<file path="src/hw/rtl/spq_pkg.sv">
// Shared types, sizes and codes for the sorted priority queue.
package spq_pkg;

    localparam int DEPTH   = 8;
    localparam int CNT_W   = $clog2(DEPTH + 1);
    localparam int PRIO_W  = 8;
    localparam int VAL_W   = 8;
    localparam int STAT_W  = 2;
    localparam int OCC_W   = 4;

    localparam logic REQ_INSERT = 1'b0;
    localparam logic REQ_REMOVE = 1'b1;

    localparam logic [STAT_W-1:0] STATUS_OK    = 2'd0;
    localparam logic [STAT_W-1:0] STATUS_FULL  = 2'd1;
    localparam logic [STAT_W-1:0] STATUS_EMPTY = 2'd2;

    typedef struct packed {
        logic [PRIO_W-1:0] prio;
        logic [VAL_W-1:0]  val;
    } t_entry;

    typedef struct packed {
        logic              ins;
        logic              rem;
        logic [PRIO_W-1:0] prio;
        logic [VAL_W-1:0]  val;
    } t_cell_cmd;

endpackage

</file>
<file path="src/hw/rtl/spq_ifs.sv">
// Request and response channel interfaces of the sorted priority queue.
interface spq_req_if;
    logic                      valid;
    logic                      ready;
    logic                      req_type;
    logic [spq_pkg::PRIO_W-1:0] priority_req;
    logic [spq_pkg::VAL_W-1:0]  value;

    modport source (output valid, req_type, priority_req, value, input ready);
    modport sink   (input valid, req_type, priority_req, value, output ready);
endinterface

interface spq_rsp_if;
    logic                      valid;
    logic                      ready;
    logic [spq_pkg::STAT_W-1:0] status;
    logic [spq_pkg::VAL_W-1:0]  removed_value;
    logic [spq_pkg::OCC_W-1:0]  occupancy;

    modport source (output valid, status, removed_value, occupancy, input ready);
    modport sink   (input valid, status, removed_value, occupancy, output ready);
endinterface

</file>
<file path="src/hw/rtl/spq_cell.sv">
// One slot of the sorted store: keeps, takes the new entry, or shifts from a neighbor.
module spq_cell (
    input  logic               i_clk,
    input  spq_pkg::t_cell_cmd i_cmd,
    input  logic               i_occupied,
    input  logic               i_left_ge,
    input  spq_pkg::t_entry    i_left_entry,
    input  spq_pkg::t_entry    i_right_entry,
    output spq_pkg::t_entry    o_entry,
    output logic               o_ge
);

    spq_pkg::t_entry r_entry;
    spq_pkg::t_entry n_entry;

    // stored entry ranks ahead of (or ties with) the incoming one
    assign o_ge    = i_occupied && (r_entry.prio >= i_cmd.prio);
    assign o_entry = r_entry;

    always_comb begin
        n_entry = r_entry;
        if (i_cmd.ins) begin
            if (!o_ge) begin
                if (i_left_ge) begin
                    n_entry.prio = i_cmd.prio;
                    n_entry.val  = i_cmd.val;
                end else begin
                    n_entry = i_left_entry;
                end
            end
        end else if (i_cmd.rem) begin
            n_entry = i_right_entry;
        end
    end

    always_ff @(posedge i_clk) begin
        r_entry <= n_entry;
    end

endmodule

</file>
<file path="src/hw/rtl/sorted_priority_queue.sv">
// Sorted priority queue: top level with the cell chain, count and response register.
//
// Bounded queue of spq_pkg::DEPTH entries kept sorted highest priority first,
// equal priorities in arrival order. Every request transaction yields one
// response transaction with a status (ok, full, empty), the removed payload
// and the occupancy after the request. A request is served by a row of
// cells that all compare against the incoming priority and shift in
// parallel; the response appears in the output register on the next cycle.
// One request per cycle is sustained as long as responses are taken; the
// request side stalls only while a response waits in the output register.
module sorted_priority_queue (
    input  logic i_clk,
    input  logic i_rst_n,
    spq_req_if.sink   i_req,
    spq_rsp_if.source o_rsp
);

    localparam int DEPTH = spq_pkg::DEPTH;
    localparam int CNT_W = spq_pkg::CNT_W;

    logic [CNT_W-1:0]           r_count;
    logic [CNT_W-1:0]           n_count;
    logic                       r_out_valid;
    logic [spq_pkg::STAT_W-1:0] r_status;
    logic [spq_pkg::STAT_W-1:0] n_status;
    logic [spq_pkg::VAL_W-1:0]  r_removed;
    logic [spq_pkg::VAL_W-1:0]  n_removed;

    logic accept;
    logic full;
    logic empty;

    spq_pkg::t_cell_cmd cmd;
    spq_pkg::t_entry    w_entry [DEPTH];
    logic               w_ge    [DEPTH];

    assign i_req.ready = !r_out_valid || o_rsp.ready;
    assign accept      = i_req.valid && i_req.ready;
    assign full        = (r_count == CNT_W'(DEPTH));
    assign empty       = (r_count == '0);

    assign cmd.ins  = accept && (i_req.req_type == spq_pkg::REQ_INSERT) && !full;
    assign cmd.rem  = accept && (i_req.req_type == spq_pkg::REQ_REMOVE) && !empty;
    assign cmd.prio = i_req.priority_req;
    assign cmd.val  = i_req.value;

    for (genvar g = 0; g < DEPTH; g++) begin : g_slot
        logic            left_ge;
        spq_pkg::t_entry left_entry;
        spq_pkg::t_entry right_entry;

        if (g == 0) begin : g_head
            assign left_ge    = 1'b1;
            assign left_entry = w_entry[0];
        end else begin : g_mid
            assign left_ge    = w_ge[g-1];
            assign left_entry = w_entry[g-1];
        end

        if (g == DEPTH - 1) begin : g_tail
            assign right_entry = w_entry[g];
        end else begin : g_body
            assign right_entry = w_entry[g+1];
        end

        spq_cell u_slot (
            .i_clk        (i_clk),
            .i_cmd        (cmd),
            .i_occupied   (CNT_W'(g) < r_count),
            .i_left_ge    (left_ge),
            .i_left_entry (left_entry),
            .i_right_entry(right_entry),
            .o_entry      (w_entry[g]),
            .o_ge         (w_ge[g])
        );
    end

    always_comb begin
        n_count   = r_count;
        n_status  = spq_pkg::STATUS_OK;
        n_removed = '0;
        if (i_req.req_type == spq_pkg::REQ_INSERT) begin
            if (full) begin
                n_status = spq_pkg::STATUS_FULL;
            end else begin
                n_count = r_count + CNT_W'(1);
            end
        end else begin
            if (empty) begin
                n_status = spq_pkg::STATUS_EMPTY;
            end else begin
                n_count   = r_count - CNT_W'(1);
                n_removed = w_entry[0].val;
            end
        end
    end

    always_ff @(posedge i_clk) begin
        if (!i_rst_n) begin
            r_count     <= '0;
            r_out_valid <= 1'b0;
        end else begin
            if (accept) begin
                r_count     <= n_count;
                r_out_valid <= 1'b1;
            end else if (o_rsp.ready) begin
                r_out_valid <= 1'b0;
            end
        end
    end

    always_ff @(posedge i_clk) begin
        if (accept) begin
            r_status  <= n_status;
            r_removed <= n_removed;
        end
    end

    assign o_rsp.valid         = r_out_valid;
    assign o_rsp.status        = r_status;
    assign o_rsp.removed_value = r_removed;
    assign o_rsp.occupancy     = spq_pkg::OCC_W'(r_count);

endmodule
</file>
<file path="src/flat_wrapper.sv">
// flat-port wrapper written by rule: the top's interface ports become plain ports
module sorted_priority_queue_flat 
  (i_clk, i_rst_n, i_req_valid, i_req_req_type, i_req_priority_req, i_req_value, i_req_ready, o_rsp_valid, o_rsp_status, o_rsp_removed_value, o_rsp_occupancy, o_rsp_ready);
  spq_req_if i_req_i ();
  spq_rsp_if o_rsp_i ();
  input  logic i_clk;
  input  logic i_rst_n;
  input wire logic [$bits(i_req_i.valid)-1:0] i_req_valid;
  input wire logic [$bits(i_req_i.req_type)-1:0] i_req_req_type;
  input wire logic [$bits(i_req_i.priority_req)-1:0] i_req_priority_req;
  input wire logic [$bits(i_req_i.value)-1:0] i_req_value;
  output wire logic [$bits(i_req_i.ready)-1:0] i_req_ready;
  output wire logic [$bits(o_rsp_i.valid)-1:0] o_rsp_valid;
  output wire logic [$bits(o_rsp_i.status)-1:0] o_rsp_status;
  output wire logic [$bits(o_rsp_i.removed_value)-1:0] o_rsp_removed_value;
  output wire logic [$bits(o_rsp_i.occupancy)-1:0] o_rsp_occupancy;
  input wire logic [$bits(o_rsp_i.ready)-1:0] o_rsp_ready;
  assign i_req_i.valid = i_req_valid;
  assign i_req_i.req_type = i_req_req_type;
  assign i_req_i.priority_req = i_req_priority_req;
  assign i_req_i.value = i_req_value;
  assign i_req_ready = i_req_i.ready;
  assign o_rsp_valid = o_rsp_i.valid;
  assign o_rsp_status = o_rsp_i.status;
  assign o_rsp_removed_value = o_rsp_i.removed_value;
  assign o_rsp_occupancy = o_rsp_i.occupancy;
  assign o_rsp_i.ready = o_rsp_ready;
  sorted_priority_queue u_core (.i_clk(i_clk), .i_rst_n(i_rst_n), .i_req(i_req_i), .o_rsp(o_rsp_i));
endmodule
</file>
<file path="config.mk">
export PLATFORM = sky130hd
export DESIGN_NAME = sorted_priority_queue_flat
export DESIGN_NICKNAME = d
export VERILOG_FILES = /design/src/hw/rtl/spq_pkg.sv /design/src/hw/rtl/spq_ifs.sv /design/src/hw/rtl/spq_cell.sv /design/src/hw/rtl/sorted_priority_queue.sv /design/src/flat_wrapper.sv
export SDC_FILE = /design/constraint.sdc
export NUM_CORES = 1
export LEC_CHECK = 0
export ABC_AREA = 1
export BUFFER_PORTS_ARGS = -buffer_cell sky130_fd_sc_hd__buf_2
export CAP_MARGIN = 20
export CORE_ASPECT_RATIO = 2
export CORE_MARGIN = 8
export CORE_UTILIZATION = 50
export CTS_CLUSTER_SIZE = 12
export DETAILED_ROUTE_END_ITERATION = 16
export GPL_ROUTABILITY_DRIVEN = 0
export PLACE_DENSITY = 0.72
export SYNTH_ARGS = -nofsm -noshare
export SYNTH_HDL_FRONTEND = slang
export SYNTH_SLANG_ARGS = --single-unit
</file>
<file path="constraint.sdc">
create_clock -name i_clk -period 3.1 [get_ports i_clk]
set_input_delay 0.93 -clock i_clk [delete_from_list [all_inputs] [get_ports i_clk]]
set_output_delay 0.93 -clock i_clk [all_outputs]
set_load 0.02 [all_outputs]
</file>
# [Word level (Yosys, flattened, before mapping)]
# Cells that the tools add are included.
[op_classes] add_sub_neg=2 n_lt_le_gt_ge=16 n_eq_ne=10 n_mux=36 bitwise_logic=2 n_reduce_logical=30
[op_table] cell="$mux 16" n=28
[op_table] cell="$ge 8x8->1" n=8
[op_table] cell="$ne 2x2->1 const B" n=9
[op_table] cell="$lt 3x4->1 const A" n=4
[op_table] cell="$reduce_and 2->1" n=8
[op_table] cell="$logic_and 1x1->1" n=13
[op_table] cell="$mux 4" n=3
[op_table] cell="$lt 1x4->1 const A" n=2
[op_table] cell="$lt 2x4->1 const A" n=2
[op_table] cell="$add 4x1->4 const B" n=1
[op_table] cell="$eq 4x4->1 const B" n=1
[op_table] cell="$logic_not 4->1" n=1
[op_table] cell="$mux 2" n=2
[op_table] cell="$reduce_bool 2->1" n=2
[op_table] cell="$sub 4x1->4 const B" n=1
[op_table] cell="$logic_not 1->1" n=3
[op_table] cell="$mux 1" n=3
[op_table] cell="$reduce_and 3->1" n=1
[op_table] cell="$not 1->1" n=2
[op_table] cell="$reduce_or 2->1" n=1
[op_table] cell="$logic_or 1x1->1" n=1
[word_totals] ff_bits=143 input_bits=21 output_inout_bits=16

# [Longest topological paths before layout]
# Gate-level depths: netlist of the first run.
[depth] word_depth=7 ltp_mapped=14

# [By module]
# From an unflattened synthesis of the first run, not the netlist that was laid out.
[unflattened] hier_cells=1112 hier_area_um2=9098.7
[by_module_without_submodules] module="spq_cell" n_inst=8 cells_per_inst=126 area_per_inst_um2=1029.7
[by_module_without_submodules] module="sorted_priority_queue" n_inst=1 cells_per_inst=104 area_per_inst_um2=860.8

# [Least setup slack after synthesis of the first run]
# OpenSTA, ideal clock, no wires.
[synth_timing] path_kind="input to register" startpoint="input port i_req_priority_req[7]" endpoint="register u_core.g_slot[0].u_slot.r_entry (netlist bit u_core.g_slot[0].u_slot.o_entry[0]) (enable)" arrival_time_ns=2.868 slack_ns=-0.139 stages=9 n_path_buf=1 cell_sequence="clkinv_1 -> ha_1 -> a21o_1 -> nor2_1 -> nand3_1 -> nand2_1 -> buf_2 -> nand2_1 -> nand2_1"
[synth_between] elab_chain_len=4
[synth_rtl] element="start, declared" line="flat_wrapper.sv:10" text="input wire logic [$bits(i_req_i.priority_req)-1:0] i_req_priority_req;"
[synth_rtl] element="$ge 8x8->1" line="spq_cell.sv:17" text="assign o_ge = i_occupied && (r_entry.prio >= i_cmd.prio);"
[synth_rtl] element="$logic_and 1x1->1" line="spq_cell.sv:17"
[synth_rtl] element="$ne 2x2->1 (no source line)"
[synth_rtl] element="$reduce_and 2->1 (no source line)"
[synth_rtl] element="end signal, assigned" line="spq_cell.sv:37" text="r_entry <= n_entry;"
[synth_rtl] element="end, declared" line="spq_cell.sv:13" text="spq_pkg::t_entry r_entry;"
# Every way passes these cells.
# A chain may end at the register's enable or synchronous reset.

# [Final worst setup path of the first run]
[layout_timing] startpoint="input port i_req_priority_req[2]" endpoint="register u_core.g_slot[2].u_slot.r_entry (netlist bit u_core.g_slot[2].u_slot.o_entry[6]) (enable)"
[layout_between] elab_chain_len=4
[layout_rtl] element="$ge 8x8->1" line="spq_cell.sv:17"
[layout_rtl] element="$logic_and 1x1->1" line="spq_cell.sv:17"
[layout_rtl] element="$ne 2x2->1 (no source line)"
[layout_rtl] element="$reduce_and 2->1 (no source line)"
[layout_rtl] element="end signal, assigned" line="spq_cell.sv:37"
[layout_rtl] element="end, declared" line="spq_cell.sv:13"
# Every way passes these cells.

==> results of run 1 <==
power by group:
part	leakage [nW]	internal, mW	total, mW	switching [mW]
combinational	3.52	0.543	1.54	0.997
sequential	1.35	2.46	2.58	0.126
clock	0.291	1.28	2.12	0.834
total	5.16	4.28	6.24	1.96
routing by layer:
metal	GRT usage, %	wire, um	vias up
li1	-	-	3892
met1	21.00	8698	3528
met2	35.43	11430	173
met3	3.472	871	34
met4	7.044	507	0
met5	0	0	-
cell usage after synthesis (2+ instances only):
library cell and number:
sky130_fd_sc_hd__nand2_1 416, sky130_fd_sc_hd__clkinv_1 7, sky130_fd_sc_hd__edfxtp_1 138, sky130_fd_sc_hd__a21o_1 2, sky130_fd_sc_hd__nand4_1 6, sky130_fd_sc_hd__buf_2 14, sky130_fd_sc_hd__buf_4 4, sky130_fd_sc_hd__dfxtp_1 5
sky130_fd_sc_hd__o21ai_2 2, sky130_fd_sc_hd__ha_1 68, sky130_fd_sc_hd__inv_1 146, sky130_fd_sc_hd__nand2_2 3, sky130_fd_sc_hd__nand3_1 199, sky130_fd_sc_hd__xor2_1 2, sky130_fd_sc_hd__clkbuf_1 29, sky130_fd_sc_hd__o21a_1 6
sky130_fd_sc_hd__inv_2 4, sky130_fd_sc_hd__a21oi_1 24, sky130_fd_sc_hd__o21ai_0 38, sky130_fd_sc_hd__nor2_1 33
metrics by stage:
step | worst slack [ns] | hold WS, ns | util [%]
detailed placement | 0.03253 | 0.4967 | 54.47
CTS | 0.5100 | 0.5065 | 57.85
global route | 0.3562 | 0.5530 | 57.85
finish | 0.4974 | 0.5056 | 57.85
floorplan | -0.07193 | 0.4947 | -
global placement | 0.1404 | 0.4836 | 54.47
worst max-delay path, cell delays in order:
cell and delay (ns):
sky130_fd_sc_hd__buf_2 0.09, sky130_fd_sc_hd__clkinv_1 0.35, sky130_fd_sc_hd__ha_1 0.44, sky130_fd_sc_hd__nand2_1 0.08
sky130_fd_sc_hd__inv_1 0.04, sky130_fd_sc_hd__nand2_1 0.07, sky130_fd_sc_hd__nand2_1 0.07, sky130_fd_sc_hd__nand2_1 0.06
sky130_fd_sc_hd__nand2_1 0.07, sky130_fd_sc_hd__nand2_2 0.15, sky130_fd_sc_hd__nand2_1 0.08, sky130_fd_sc_hd__nand2_1 0.11
sky130_fd_sc_hd__buf_12 0.18
path summary, 6_finish.rpt:
kind	startpoint	to	slack [ns]
max	i_req_priority_req[2]	u_core.g_slot[2].u_slot.o_entry[6]	0.50
min	u_core.o_rsp.valid	u_core.o_rsp.valid	0.51
max reg2reg	u_core.o_rsp.occupancy[0]	u_core.g_slot[6].u_slot.o_entry[1]	0.85
min reg2reg	u_core.o_rsp.valid	u_core.o_rsp.valid	0.51
logic make-up (layout without fill, tap and decap cells):
| family | after synthesis | count (layout) | share of synthesized area (%) |
|---|---|---|---|
| xor gates and xnor gates | 2 | 2 | 0.1930 |
| AOI/OAI and AO/OA | 73 | 73 | 4.327 |
| buffers and inverters | 204 | 275 | 8.793 |
| DFF | 143 | 143 | 46.75 |
| and+or+nand+nor | 660 | 660 | 30.57 |
| adders and majority gates | 68 | 68 | 9.372 |
registers in the layout, summed over array words and instances, names as in the netlist:
register                      flops
u_core.g_slot.u_slot.o_entry    128
u_core.o_rsp.occupancy            4
u_core.o_rsp.removed_value        8
u_core.o_rsp.status               2
u_core.o_rsp.valid                1
area by class of cell:
cell class,count,area [um2]
Sequential cell,143,4244
Clock inverter,14,181.4
Multi-Input combinational cell,803,4043
Timing Repair Buffer,86,680.7
Fill cell,1667,7605
Inverter,157,589.3
Tap cell,216,270.3
Clock buffer,18,429.2
==> summary by stage, run 1 <==
Clocking
The post-CTS clock slew at the launch and capture registers of the worst setup and hold paths is 0.06 ns. The clock tree synthesis step divided the H-tree into 4 levels. The clock tree from TritonCTS is yes. After clock tree synthesis, the repair step resized 0 gates. The tree built by TritonCTS fans out to 143 sinks. The clock passes through at most 2 buffers. The cell chosen for the clock root is sky130_fd_sc_hd__clkbuf_16. After clock tree synthesis, the flow added hold-fix buffers numbering 0. The post-CTS setup buffer count is 0. The total clock buffers created by CTS is 17. For the worst-skew pair, the clock arrives at the later sink with an insertion delay of 0.42 ns.

Cells and area
Compared with the post-synthesis result, the final layout area differs by 14.97%. Leaving out fill and tap cells, the most frequent cell in the layout is sky130_fd_sc_hd__nand2_1. For this run, the number of standard cells in the final layout without fillers is 1437.

After the last flow step, the layout net total stands at 1297. Of the cells placed in the final design, the portion with a size suffix greater than 1 is 10.65%. The repair_antennas step left the layout with diodes totalling 0. The finished cells cover 10440 um2. The top cell types in the final layout, fill and taps aside, are 415 x sky130_fd_sc_hd__nand2_1, 199 x sky130_fd_sc_hd__nand3_1, 146 x sky130_fd_sc_hd__inv_1.

STA
The setup violation total in the final timing report is 0. The total negative slack is 0 ns. Static timing analysis puts the maximum clock frequency at 384.2 MHz. The max-slew violation count came to 0. The worst pin sits at a relative slew slack of 51.04%. The pin slew with the least headroom to its limit is 0.7343 ns.

The number of failing hold endpoints at the final stage is 0. Setup repair after global routing left no endpoint under its margin. The final critical delay including setup and external delays is 2.603 ns. In the finished design, the share of the clock period the worst path needs comes to 83.95%. The clock arrives with 0.01011 ns of skew.

Pwr
For this design the ratio of total power to cell area is 597.6 nW/um2. After layout, the design draws a total of 6.237 mW. The analysis attributes to cell leakage a power of 5.162 nW. The worst-case vdd ir drop is 393.8 uV.

Yosys
The total nets after synthesis is 1239. After synthesis the netlist holds a flip-flop and latch count of 143. The largest total area in the synthesized netlist belongs to sky130_fd_sc_hd__edfxtp_1. The dominant register cell in the synthesized netlist is sky130_fd_sc_hd__edfxtp_1. For this run, the number of Yosys warnings is 0. Of the post-synthesis cell area, the dominant cell type holds 45.64%. Counting distinct cell types in the post-synthesis netlist gives 24. The number of enable-type register cells in the synthesized netlist is 138. After synthesis, the mean cell area works out to 7.895 um2. Synthesis handed over a netlist of 1150 instances.

Yosys attributes the largest share of cell area to sky130_fd_sc_hd__edfxtp_1 46%, sky130_fd_sc_hd__nand2_1 17%, sky130_fd_sc_hd__nand3_1 11%, sky130_fd_sc_hd__ha_1 9.4%, sky130_fd_sc_hd__inv_1 6.0%. Sequential cells were found to cover 46.75% of the synthesized design area. In this run the cell area of the synthesized design comes to 9079 um2. The share of flip-flops with an asynchronous set or reset is 0%.

GRT
Entering global routing, the biggest net connects 47 pins. The via count of the first global-routing pass was 7496. The wire length of the first global-routing pass is 36.02 mm. The initial antenna violation count came to 0. Summed over all layers, the global routing overflow is 0. The total routing usage reported by global routing is 19.06%.

Hold path
The worst hold path belongs to the class register to register. The hold path depth is 2.

Drt
The post-route antenna net violation count is 0. For this run, design rule violations remaining after detail routing come to 0. After detailed routing, the average wire length per cell comes to 14.96 um. The number of iterations in the first detailed-routing pass is 7. Summed over all layers, the routed wires come to 21.50 mm. In this run, the number of DRC markers left after iteration 0 of detailed routing was 492. The routed layout has 7627 vias.

Dividing the detail-routed via count by the number of cells gives 5.308.

Worst setup path
The critical path data arrival time is 2.73 ns. The worst setup path is of the primary input to register kind. At the worst endpoint, the required time is 3.23 ns. The sort of element at the start of the critical path is a primary input. The sort of element at the end of the critical path is a register. In this run the worst path has a maximum fanout of 16. The depth of the worst register-to-register path is 9.

Status
The flow ran to the end, and the final reports show no timing, DRC or antenna violations.

Floorplanning
The die height is 206.6 um. During I/O placement, the number of pins put on the boundary was 37. The initial core utilization is 50.32%. In this run the horizontal extent of the chip is 111.3 um. In this run the standard cell core region covers 18040 um2. The number of rows created at floorplan is 70. The total die area is 22990 um2.

Place
Detailed placement finished with a half-perimeter wire length of 16.29 mm. Buffers placed on the I/O ports in this run total 36. The cell total after placement is 1405. The area after detailed placement is 9827 um2.

Flow run
The max-cap violation count is 0.
Note: power is estimated with default switching activity, not from simulation.
==> run 2, diff against run 1 <==
--- a/config.mk
+++ b/config.mk
@@ -14,7 +14,7 @@
 export CTS_CLUSTER_SIZE = 12
 export DETAILED_ROUTE_END_ITERATION = 16
 export GPL_ROUTABILITY_DRIVEN = 0
-export PLACE_DENSITY = 0.72
+export PLACE_DENSITY = 0.7
 export SYNTH_ARGS = -nofsm -noshare
 export SYNTH_HDL_FRONTEND = slang
 export SYNTH_SLANG_ARGS = --single-unit
==> constraint.sdc (replaced) <==
create_clock -name i_clk -period 2.5 [get_ports i_clk]
set_input_delay 0.75 -clock i_clk [delete_from_list [all_inputs] [get_ports i_clk]]
set_output_delay 0.75 -clock i_clk [all_outputs]
set_load 0.02 [all_outputs]
==> summary by stage, run 2 (synthesized netlist as in run 1, its figures left out) <==
Status
The flow ran to the end, and the final reports show no timing, DRC or antenna violations.

Clocking
In this run the number of H-tree levels came out at 4. Hold repair after CTS inserted 0 buffers. The post-CTS clock slew at the launch and capture registers of the worst setup and hold paths is 0.06 ns.

Counting along the longest clock path gives a buffer depth of 2. CTS saw 143 sinks. Post-CTS timing repair inserted 0 buffers for setup. The clock tree from TritonCTS is yes. In this run the clock root is driven by a sky130_fd_sc_hd__clkbuf_16.

The number of clock buffers added by TritonCTS is 17. The source-to-sink clock delay at the later pin of the worst-skew pair is 0.43 ns. The number of gates resized after CTS is 0.

STA
The number of failing hold endpoints at the final stage came to 0. Of the available clock period, the critical path in the final layout requires 89.16%. Setup repair after global routing left no endpoint under its margin. The worst clock skew is 0.008846 ns.

The final critical delay including setup and external delays is 2.229 ns. The worst setup slack after layout is 0.2710 ns. For the pin with the worst max-slew slack, the measured transition is 0.7288 ns. On the final layout, the worst hold slack is 0.5057 ns. The worst slew margin relative to its limit is 50.90%. Setup violations remaining at the end of the flow were counted as 0. Timing would allow up to 448.6 MHz.

The max-slew violation count is 0.

GRT
The initial antenna violation count is 0. The first global-routing pass estimated 36.15 mm of wire. Entering global routing, the biggest net connects 50 pins. The via count of the first global-routing pass is 7588. Global routing used 19.00% of the available tracks across all layers.

The total overflow left after global routing is 0.

Floorplanning
The floorplan step defined a core boundary enclosing 18040 um2. From left edge to right edge, the die measures 111.3 um. The die height is 206.6 um. The number of rows created at floorplan is 70. The boundary pin count is 37.

The die covers 22990 um2. The initial utilization of the core area, before any placement, comes to 50.32%.

Cells and area
The register with the most flip-flops in the layout has 128 of them. The top cell types in the final layout, fill and taps aside, are 402 x sky130_fd_sc_hd__nand2_1, 198 x sky130_fd_sc_hd__nand3_1, 146 x sky130_fd_sc_hd__inv_1. 0 antenna diodes ended up in the layout. The relative area change from synthesis to final layout is 15.90%. The most common cell after layout, fill and taps aside is sky130_fd_sc_hd__nand2_1. At the end of the flow, the number of nets in the layout was 1310. The proportion of layout cells with a drive suffix above 1 is 13.45%.

Place
After legalization and detailed placement, the total HPWL measured 16.12 mm. In this run the tool buffered the top-level ports with 36 buffer cells. At the placement stage, the worst setup path has a slack of -0.1382 ns.

Worst setup path
STA classifies the critical path endpoint as a register. The kind of critical path is primary input to register. The sort of element at the start of the critical path is a primary input. The depth of the worst register-to-register path is 6. The critical path data arrival time is 2.34 ns. For the worst setup path, the data required time is 2.61 ns. The maximum net fanout on the critical path is 16.

Drt
The via count is 7459. The first TritonRoute pass finished after 5 iterations. For this run, design rule violations remaining after detail routing come to 0. The number of DRC violations after detailed-routing iteration 0 is 461. The count of nets left with antenna violations once routing finished came out at 0. Dividing the detail-routed wire length by the instance count gives 14.59 um.

Wires add up to 21.16 mm. After detailed routing, the number of vias per cell comes to 5.144.

Hold path
In this run the worst hold path is classified as register to register. The hold path depth is 2.

Pwr
The worst-case vdd ir drop is 512.2 uV. The power per unit of standard cell area is 717.2 nW/um2. The static power due to leakage is 5.220 nW.

Flow run
The tool flagged a number of max-cap violations equal to 0.
[run 2: cell types whose count changed in the layout (fill, tap and decap cells not counted), moves of 5 or more]
cell | before | now
sky130_fd_sc_hd__buf_4 | 40 | 57
sky130_fd_sc_hd__clkinv_1 | 8 | 0
sky130_fd_sc_hd__nand2_2 | 4 | 9
sky130_fd_sc_hd__nand2_1 | 415 | 402
sky130_fd_sc_hd__nand2_4 | 0 | 8
sky130_fd_sc_hd__clkinv_2 | 0 | 8
[run 2: path summary, 6_finish.rpt]
path                                         to  slack [ns]                      start
max reg2reg  u_core.g_slot[7].u_slot.o_entry[1]        0.32  u_core.o_rsp.occupancy[2]
min                          u_core.o_rsp.valid        0.51         u_core.o_rsp.valid
max          u_core.g_slot[6].u_slot.o_entry[3]        0.27      i_req_priority_req[1]
min reg2reg                  u_core.o_rsp.valid        0.51         u_core.o_rsp.valid
[run 2: metrics by stage]
step / cell area, um2 / util (%) / TNS [ns] / cells / total power, mW
final: 10520 / 58.32 / 0 / 1450 / 7.547
after global routing: 10520 / 58.32 / 0 / 1450 / 7.982
after CTS: 10520 / 58.32 / 0 / 1450 / 7.585
after detailed placement: 9968 / 55.25 / -20.68 / 1418 / 5.189
after global placement: 9968 / 55.25 / -12.54 / 1418 / 5.121
after floorplan: 9193 / - / 0 / 1150 / 4.545
[run 2: layer usage]
| metal | vias up | GRT usage (%) | wire length [um] |
|---|---|---|---|
| met2 | 142 | 35.43 | 11150 |
| met1 | 3382 | 20.90 | 8858 |
| met4 | 0 | 7.619 | 457 |
| met3 | 27 | 2.980 | 690 |
| li1 | 3908 | - | - |
| met5 | - | 0 | 0 |
[run 2: area by class of cell]
type / instances / area [um2]
repair buffers: 99 / 728.2
clock buffers: 17 / 425.4
clock inverters: 15 / 128.9
fillers: 1601 / 7520
flip-flops and latches: 143 / 4244
inverters: 157 / 598.1
multi-input cells: 803 / 4128
well taps: 216 / 270.3
[run 2: report_power, final]
group	total [mW]	internal, mW	switching [mW]
clock	2.40	1.30	1.10
sequential	3.19	3.04	0.149
combinational	1.95	0.695	1.25
total	7.55	5.04	2.51
[run 2: critical path, stage by stage]
cell                       delay [ns]
sky130_fd_sc_hd__buf_2           0.10
sky130_fd_sc_hd__clkinv_2        0.19
sky130_fd_sc_hd__ha_1            0.38
sky130_fd_sc_hd__a21oi_1         0.16
sky130_fd_sc_hd__o21ai_0         0.12
sky130_fd_sc_hd__nand2_1         0.09
sky130_fd_sc_hd__nand3_1         0.08
sky130_fd_sc_hd__nand2_1         0.14
sky130_fd_sc_hd__nand2_1         0.12
sky130_fd_sc_hd__nand2_4         0.21
